==> src/rtl/rle_pkg.sv <==
`timescale 1ns / 1ps
`default_nettype none
// ----------------------------------------------------------------------------
// rle_pkg
// Shared types, sizes and codes of the rotating list engine.
// ----------------------------------------------------------------------------
package rle_pkg;

  localparam int CAPACITY  = 16;
  localparam int DATA_BITS = 32;
  localparam int IDX_W     = $clog2(CAPACITY);
  localparam int CNT_W     = $clog2(CAPACITY + 1);

  localparam logic [1:0] KIND_INSERT  = 2'd0;
  localparam logic [1:0] KIND_REMOVE  = 2'd1;
  localparam logic [1:0] KIND_ADVANCE = 2'd2;

  localparam logic [1:0] STATUS_OK   = 2'd0;
  localparam logic [1:0] STATUS_BAD  = 2'd1;
  localparam logic [1:0] STATUS_FULL = 2'd2;

  typedef enum logic [1:0] {
    OP_HOLD,
    OP_INSERT,
    OP_REMOVE,
    OP_ROTATE
  } cell_op_t;

  typedef struct packed {
    cell_op_t             op;
    logic [CNT_W-1:0]     pos;
    logic [CNT_W-1:0]     last;
    logic                 nonempty;
    logic [DATA_BITS-1:0] value;
  } cell_ctl_t;

  typedef struct packed {
    logic [1:0]  kind;
    logic [31:0] value;
    logic        at_end;
    logic [4:0]  position;
  } rle_in_t;

  typedef struct packed {
    logic [31:0] removed_value;
    logic [31:0] front_value;
    logic [31:0] back_value;
    logic [4:0]  entry_count;
    logic [1:0]  status;
  } rle_out_t;

endpackage
`default_nettype wire

==> src/rtl/rle_cell.sv <==
`timescale 1ns / 1ps
`default_nettype none
// ----------------------------------------------------------------------------
// rle_cell
// One slot of the list: holds a value, shifts from either neighbor, loads the
// new value or the front value, and feeds the back and removed-value OR chains.
// ----------------------------------------------------------------------------
module rle_cell (
  input  wire                          clk,
  input  wire  [rle_pkg::IDX_W-1:0]    idx,
  input  wire  rle_pkg::cell_ctl_t     ctl,
  input  wire  [rle_pkg::DATA_BITS-1:0] left_data,
  input  wire  [rle_pkg::DATA_BITS-1:0] right_data,
  input  wire  [rle_pkg::DATA_BITS-1:0] front_data,
  input  wire  [rle_pkg::DATA_BITS-1:0] back_in,
  input  wire  [rle_pkg::DATA_BITS-1:0] taken_in,
  output logic [rle_pkg::DATA_BITS-1:0] data,
  output logic [rle_pkg::DATA_BITS-1:0] back_out,
  output logic [rle_pkg::DATA_BITS-1:0] taken_out
);
  import rle_pkg::*;

  logic [DATA_BITS-1:0] data_r;
  logic [DATA_BITS-1:0] data_nxt;
  logic [CNT_W-1:0]     my_idx;

  assign my_idx = CNT_W'(idx);
  assign data   = data_r;

  always_comb begin
    data_nxt = data_r;
    case (ctl.op)
      OP_INSERT: begin
        if (my_idx > ctl.pos) begin
          data_nxt = left_data;
        end else if (my_idx == ctl.pos) begin
          data_nxt = ctl.value;
        end
      end
      OP_REMOVE: begin
        if (my_idx >= ctl.pos) begin
          data_nxt = right_data;
        end
      end
      OP_ROTATE: begin
        if (my_idx == ctl.last) begin
          data_nxt = front_data;
        end else if (my_idx < ctl.last) begin
          data_nxt = right_data;
        end
      end
      default: data_nxt = data_r;
    endcase
  end

  assign back_out  = back_in | ((ctl.nonempty && my_idx == ctl.last) ? data_r : '0);
  assign taken_out = taken_in | ((ctl.op == OP_REMOVE && my_idx == ctl.pos) ? data_r : '0);

  always_ff @(posedge clk) begin
    data_r <= data_nxt;
  end

endmodule
`default_nettype wire

==> src/rtl/rotating_list_engine_top.sv <==
`timescale 1ns / 1ps
`default_nettype none
// ----------------------------------------------------------------------------
// rotating_list_engine_top
// Circular list of up to CAPACITY values with positional insert and remove,
// and rotate by one, built as a chain of cells.
// ----------------------------------------------------------------------------
// The cell chain updates at the edge that accepts the command, and front,
// back and count are gathered from the chain in the following cycle, which
// holds busy high. The result is registered at the end of that cycle and
// appears on out_result for exactly one cycle with out_valid high; the
// receiver cannot stall it, so a new command may start while the previous
// result is on the ports. Exactly one result per command.
module rotating_list_engine_top (
  input  wire                clk,
  input  wire                rst_n,
  input  wire                start,
  output logic               busy,
  input  wire  rle_pkg::rle_in_t  in_item,
  output logic               out_valid,
  output rle_pkg::rle_out_t  out_result
);
  import rle_pkg::*;

  typedef enum logic [1:0] {
    ST_IDLE   = 2'b01,
    ST_REPORT = 2'b10
  } state_t;

  state_t               state_r, state_nxt;
  logic [CNT_W-1:0]     count_r, count_nxt;
  logic [DATA_BITS-1:0] taken_r;
  logic [1:0]           status_r, status_nxt;
  logic                 out_valid_r;
  rle_out_t             out_result_r;

  logic                 accept;
  logic [CNT_W-1:0]     in_pos;
  logic [CNT_W-1:0]     pos_eff;
  cell_op_t             op;
  cell_ctl_t            ctl;

  logic [DATA_BITS-1:0] cell_data [CAPACITY];
  logic [DATA_BITS-1:0] back_chain [CAPACITY+1];
  logic [DATA_BITS-1:0] taken_chain [CAPACITY+1];

  assign busy   = (state_r == ST_REPORT);
  assign accept = start && !busy;
  assign in_pos = CNT_W'(in_item.position);

  always_comb begin
    op         = OP_HOLD;
    status_nxt = STATUS_OK;
    count_nxt  = count_r;
    pos_eff    = in_pos;
    case (in_item.kind)
      KIND_INSERT: begin
        pos_eff = in_item.at_end ? count_r : in_pos;
        if (pos_eff > count_r) begin
          status_nxt = STATUS_BAD;
        end else if (count_r >= CNT_W'(CAPACITY)) begin
          status_nxt = STATUS_FULL;
        end else begin
          op        = OP_INSERT;
          count_nxt = count_r + 1'b1;
        end
      end
      KIND_REMOVE: begin
        pos_eff = in_item.at_end ? (count_r - 1'b1) : in_pos;
        if (count_r == '0 || pos_eff >= count_r) begin
          status_nxt = STATUS_BAD;
        end else begin
          op        = OP_REMOVE;
          count_nxt = count_r - 1'b1;
        end
      end
      KIND_ADVANCE: begin
        if (count_r > CNT_W'(1)) begin
          op = OP_ROTATE;
        end
      end
      default: status_nxt = STATUS_BAD;
    endcase
    if (!accept) begin
      op = OP_HOLD;
    end
  end

  always_comb begin
    ctl.op       = op;
    ctl.pos      = pos_eff;
    ctl.last     = count_r - 1'b1;
    ctl.nonempty = (count_r != '0);
    ctl.value    = DATA_BITS'(in_item.value);
  end

  assign back_chain[0]  = '0;
  assign taken_chain[0] = '0;

  for (genvar i = 0; i < CAPACITY; i++) begin : g_cell
    logic [DATA_BITS-1:0] left_w;
    logic [DATA_BITS-1:0] right_w;

    if (i == 0) begin : g_first
      assign left_w = '0;
    end else begin : g_mid_l
      assign left_w = cell_data[i-1];
    end

    if (i == CAPACITY - 1) begin : g_last
      assign right_w = '0;
    end else begin : g_mid_r
      assign right_w = cell_data[i+1];
    end

    rle_cell u_cell (
      .clk        (clk),
      .idx        (IDX_W'(i)),
      .ctl        (ctl),
      .left_data  (left_w),
      .right_data (right_w),
      .front_data (cell_data[0]),
      .back_in    (back_chain[i]),
      .taken_in   (taken_chain[i]),
      .data       (cell_data[i]),
      .back_out   (back_chain[i+1]),
      .taken_out  (taken_chain[i+1])
    );
  end

  always_comb begin
    state_nxt = state_r;
    case (state_r)
      ST_IDLE:   if (accept) state_nxt = ST_REPORT;
      ST_REPORT: state_nxt = ST_IDLE;
      default:   state_nxt = ST_IDLE;
    endcase
  end

  always_ff @(posedge clk) begin
    if (!rst_n) begin
      state_r     <= ST_IDLE;
      count_r     <= '0;
      out_valid_r <= 1'b0;
    end else begin
      state_r     <= state_nxt;
      out_valid_r <= busy;
      if (accept) begin
        count_r <= count_nxt;
      end
    end
  end

  always_ff @(posedge clk) begin
    if (accept) begin
      taken_r  <= (op == OP_REMOVE) ? taken_chain[CAPACITY] : '0;
      status_r <= status_nxt;
    end
    if (busy) begin
      out_result_r.removed_value <= 32'(taken_r);
      out_result_r.front_value   <= (count_r != '0) ? 32'(cell_data[0]) : 32'd0;
      out_result_r.back_value    <= 32'(back_chain[CAPACITY]);
      out_result_r.entry_count   <= 5'(count_r);
      out_result_r.status        <= status_r;
    end
  end

  assign out_valid  = out_valid_r;
  assign out_result = out_result_r;

endmodule
`default_nettype wire

==> config.mk <==
export PLATFORM = sky130hd
export DESIGN_NAME = rotating_list_engine_top
export DESIGN_NICKNAME = d
export VERILOG_FILES = /design/src/rtl/rle_pkg.sv /design/src/rtl/rle_cell.sv /design/src/rtl/rotating_list_engine_top.sv
export SDC_FILE = /design/constraint.sdc
export NUM_CORES = 2
export LEC_CHECK = 0
export ABC_AREA = 1
export BUFFER_PORTS_ARGS = -buffer_cell sky130_fd_sc_hd__buf_2
export CELL_PAD_IN_SITES_DETAIL_PLACEMENT = 0
export CELL_PAD_IN_SITES_GLOBAL_PLACEMENT = 2
export CORE_ASPECT_RATIO = 1.75
export CORE_MARGIN = 10
export CORE_UTILIZATION = 25
export CTS_BUF_LIST = sky130_fd_sc_hd__clkbuf_4
export DETAILED_ROUTE_END_ITERATION = 8
export PLACE_DENSITY = 0.58
export SYNTH_ARGS = -nofsm -noshare
export SYNTH_HDL_FRONTEND = slang
export SYNTH_SLANG_ARGS = --single-unit
==> constraint.sdc <==
create_clock -name clk -period 15.6 [get_ports clk]
set_input_delay 0.78 -clock clk [delete_from_list [all_inputs] [get_ports clk]]
set_output_delay 0.78 -clock clk [all_outputs]
set_load 0.1 [all_outputs]
==> results.json <==
{
  "finClkSkew_ps": 127,
  "clock-sinks": 657,
  "numCtsBuffers": 197,
  "peakVddDrop_mv": 0.170,
  "drive_gt1_share_pct": 12.3,
  "total_power_mw": 8.71,
  "synth.area.top_cells": "edfxtp_1 45%, nand2_1 12%, inv_1 5.6%",
  "status": "completed",
  "dieArea_um2": 193000,
  "wl_met1_mm": 114,
  "synthTopCellsByCount": "1369 x nand2_1, 650 x inv_1, 649 x edfxtp_1",
  "vias": 48259,
  "finalCritPeriodShare_pct": 39.8,
  "port_buffers": 147,
  "cts-root-buf": "clkbuf_4",
  "yosysMostFrequentCell": "nand2_1",
  "syn_area_um2": 43800,
  "start_util_pct": 25.1,
  "grt_max_degree": 145,
  "synthArstFlopShare_pct": 0,
  "grt_setup_unrepaired": "no",
  "routed_wl_mm": 304,
  "n_fill_cell": 19057,
  "hp-class": "in -> reg",
  "grt.overflow.total": 0,
  "final_core_util_pct": 28.5,
  "cp.arrival_ps": 7210,
  "syn_area_per_cell_um2": 7.68,
  "clk_pin_slew_ps": 80,
  "grt_usage_pct": 30.4,
  "synthCells": 5702,
  "cts_tree": "built",
  "routed.top_layer": "met5",
  "vias_per_cell": 5.90,
  "hold_viol_final": 0,
  "drtIter0Drc": 5812,
  "grt_pass1_wl_mm": 405,
  "dr_wl_met2_mm": 139,
  "synth_nets": 5761,
  "p_leak_nw": 19.1,
  "max_slew_margin_pct": 6.78,
  "criticalPathCategory": "reg -> reg",
  "fmax_mhz": 161,
  "critPathCaptureType": "register",
  "antenna_left": 0,
  "synth_edf_count": 649,
  "yosysTopAreaCell": "edfxtp_1",
  "timing.final.max_slew_violations": 0,
  "final_nets": 5815,
  "wire_per_inst_um": 37.1,
  "start_kind": "register",
  "ys_ff_latch": 657,
  "drt_pass1_iterations": 9,
  "setup_viol": 0,
  "worst_pin_slew_ps": 1400,
  "die_h_um": 574,
  "synthToLayoutAreaGrowth_pct": 13.8,
  "power_density_nw_per_um2": 175,
  "die_w_um": 336,
  "finalSetupTns_ps": 0,
  "synth_ff_type": "edfxtp_1",
  "gp_congestion": 0.867,
  "cp.required_ps": 16610,
  "core-area_um2": 174000,
  "clock_latency_ps": 1260,
  "ios": 148,
  "fin_crit_ps": 6200,
  "post-route-drc-count": 0,
  "cp_max_fo": 126,
  "dr_wl_met3_mm": 26.5,
  "maxCapViolations": 0,
  "ys_seq_area_share_pct": 44.9,
  "yosysWarnings": 0,
  "row_count": 203,
  "synth.distinct_cells": 43,
  "place_hpwl_mm": 179,
  "post_cts_buffers": 0,
  "clockBufferDepth": 4,
  "grt_pass1_vias": 46742,
  "grt_antenna_before_repair": 21,
  "whs_ps": 77.3,
  "synth_top_area_share_pct": 44.5,
  "cts_max_level": 4
}
-- path summary, 6_finish.rpt --
kind	start	to	slack [ps]	cells after the start
max	count_r[0]	taken_r[23]	9400	25
min	in_item[26]	g_cell[3].u_cell.data[20]	80	3
min reg2reg	taken_r[3]	out_result[74]	420	0
max reg2reg	count_r[0]	taken_r[23]	9400	25
-- cell families (layout without fill, tap and decap cells) --
group / count (synthesis) / count (layout) / share of synthesized area, %
other: 0 / 24 / 0
and+or+nand+nor: 2539 / 2539 / 24.6
xor gates and xnor gates: 1 / 1 / 0.0200
DFF: 657 / 657 / 44.9
adders and majority gates: 16 / 16 / 0.457
AOI/OAI and AO/OA: 1315 / 1315 / 19.4
buffers and inverters: 1174 / 1371 / 10.7
-- sequential cells by signal (all words and copies together), names as in the netlist --
register	flops
count_r	5
g_cell.u_cell.data	512
out_result	103
out_valid	1
state_r	2
status_r	2
taken_r	32
-- power breakdown --
part           leakage [nW]  internal [mW]  switching, mW
Sequential             6.00           2.45          0.243
Clock                  1.44          0.850          0.951
Combinational          11.6          0.828           3.38
Total                  19.1           4.13           4.58
-- timing repair --
action                                 in CTS  in global routing
hold buffers                               26                  0
endpoints found under the hold margin      53                  0
gates resized for setup                     0                  0
-- worst max-delay path: stages (launching register included) --
cell and delay [ps]:
dfxtp_1 310, buf_4 260, inv_2 170, ha_1 270, nand2_1 80, nand2_1 60
nand3_1 140, nand2_1 70, ha_1 300, nand2_1 90, inv_1 40, nand2_1 50
nand2_1 40, nor2_1 120, nand4_1 210, nand2_1 300, nand3_4 560, inv_8 860
buf_4 700, buf_4 680, nand3_1 170, nand2_1 110, clkinv_1 60, nand2_1 50
nor2_1 40, nand2_1 60
-- cell type report --
class	count	area (um^2)	area share, %
Multi-Input combinational cell	3871	20100	40.4
Sequential cell	657	19600	39.4
Tap cell	2255	2820	5.66
Inverter	729	2750	5.51
Clock buffer	278	2090	4.19
Timing Repair Buffer	300	2000	4.01
Clock inverter	64	312	0.625
Antenna cell	24	60.1	0.121
-- placed cells by master (no fill, tap or decap), drive strengths merged, types with 2 or more instances in the layout --
master	instances
or2	2
clkinv	104
a31oi	10
clkbuf	278
nand2	1384
buf	274
dlygate4sd3	26
o2111ai	13
o22ai	132
o221ai	231
a21oi	199
nor2	381
a211oi	12
o21ai	422
dfxtp	8
o31ai	3
o211ai	270
nand3	458
diode	24
ha	16
nor3	279
nand4	34
a22oi	19
bufinv	2
edfxtp	649
inv	686
-- routing by layer --
layer / up-vias / GRT usage (%)
li1: 20100 / -
met1: 23755 / 36.1
met2: 3355 / 48.5
met3: 1039 / 5.95
met4: 10 / 21.7
met5: - / 0
-- stage by stage --
step / instance area, um^2 / setup slack [ps] / std cells
final: 49800 / 9400 / 8178
after global routing: 49800 / 8920 / 8160
after detailed placement: 47100 / 9500 / 7786
after global placement: 47100 / 9550 / 7786
after floorplan: 43800 / 2210 / 5702
after CTS: 49700 / 9390 / 8154
(Power assumes the default switching activity.)
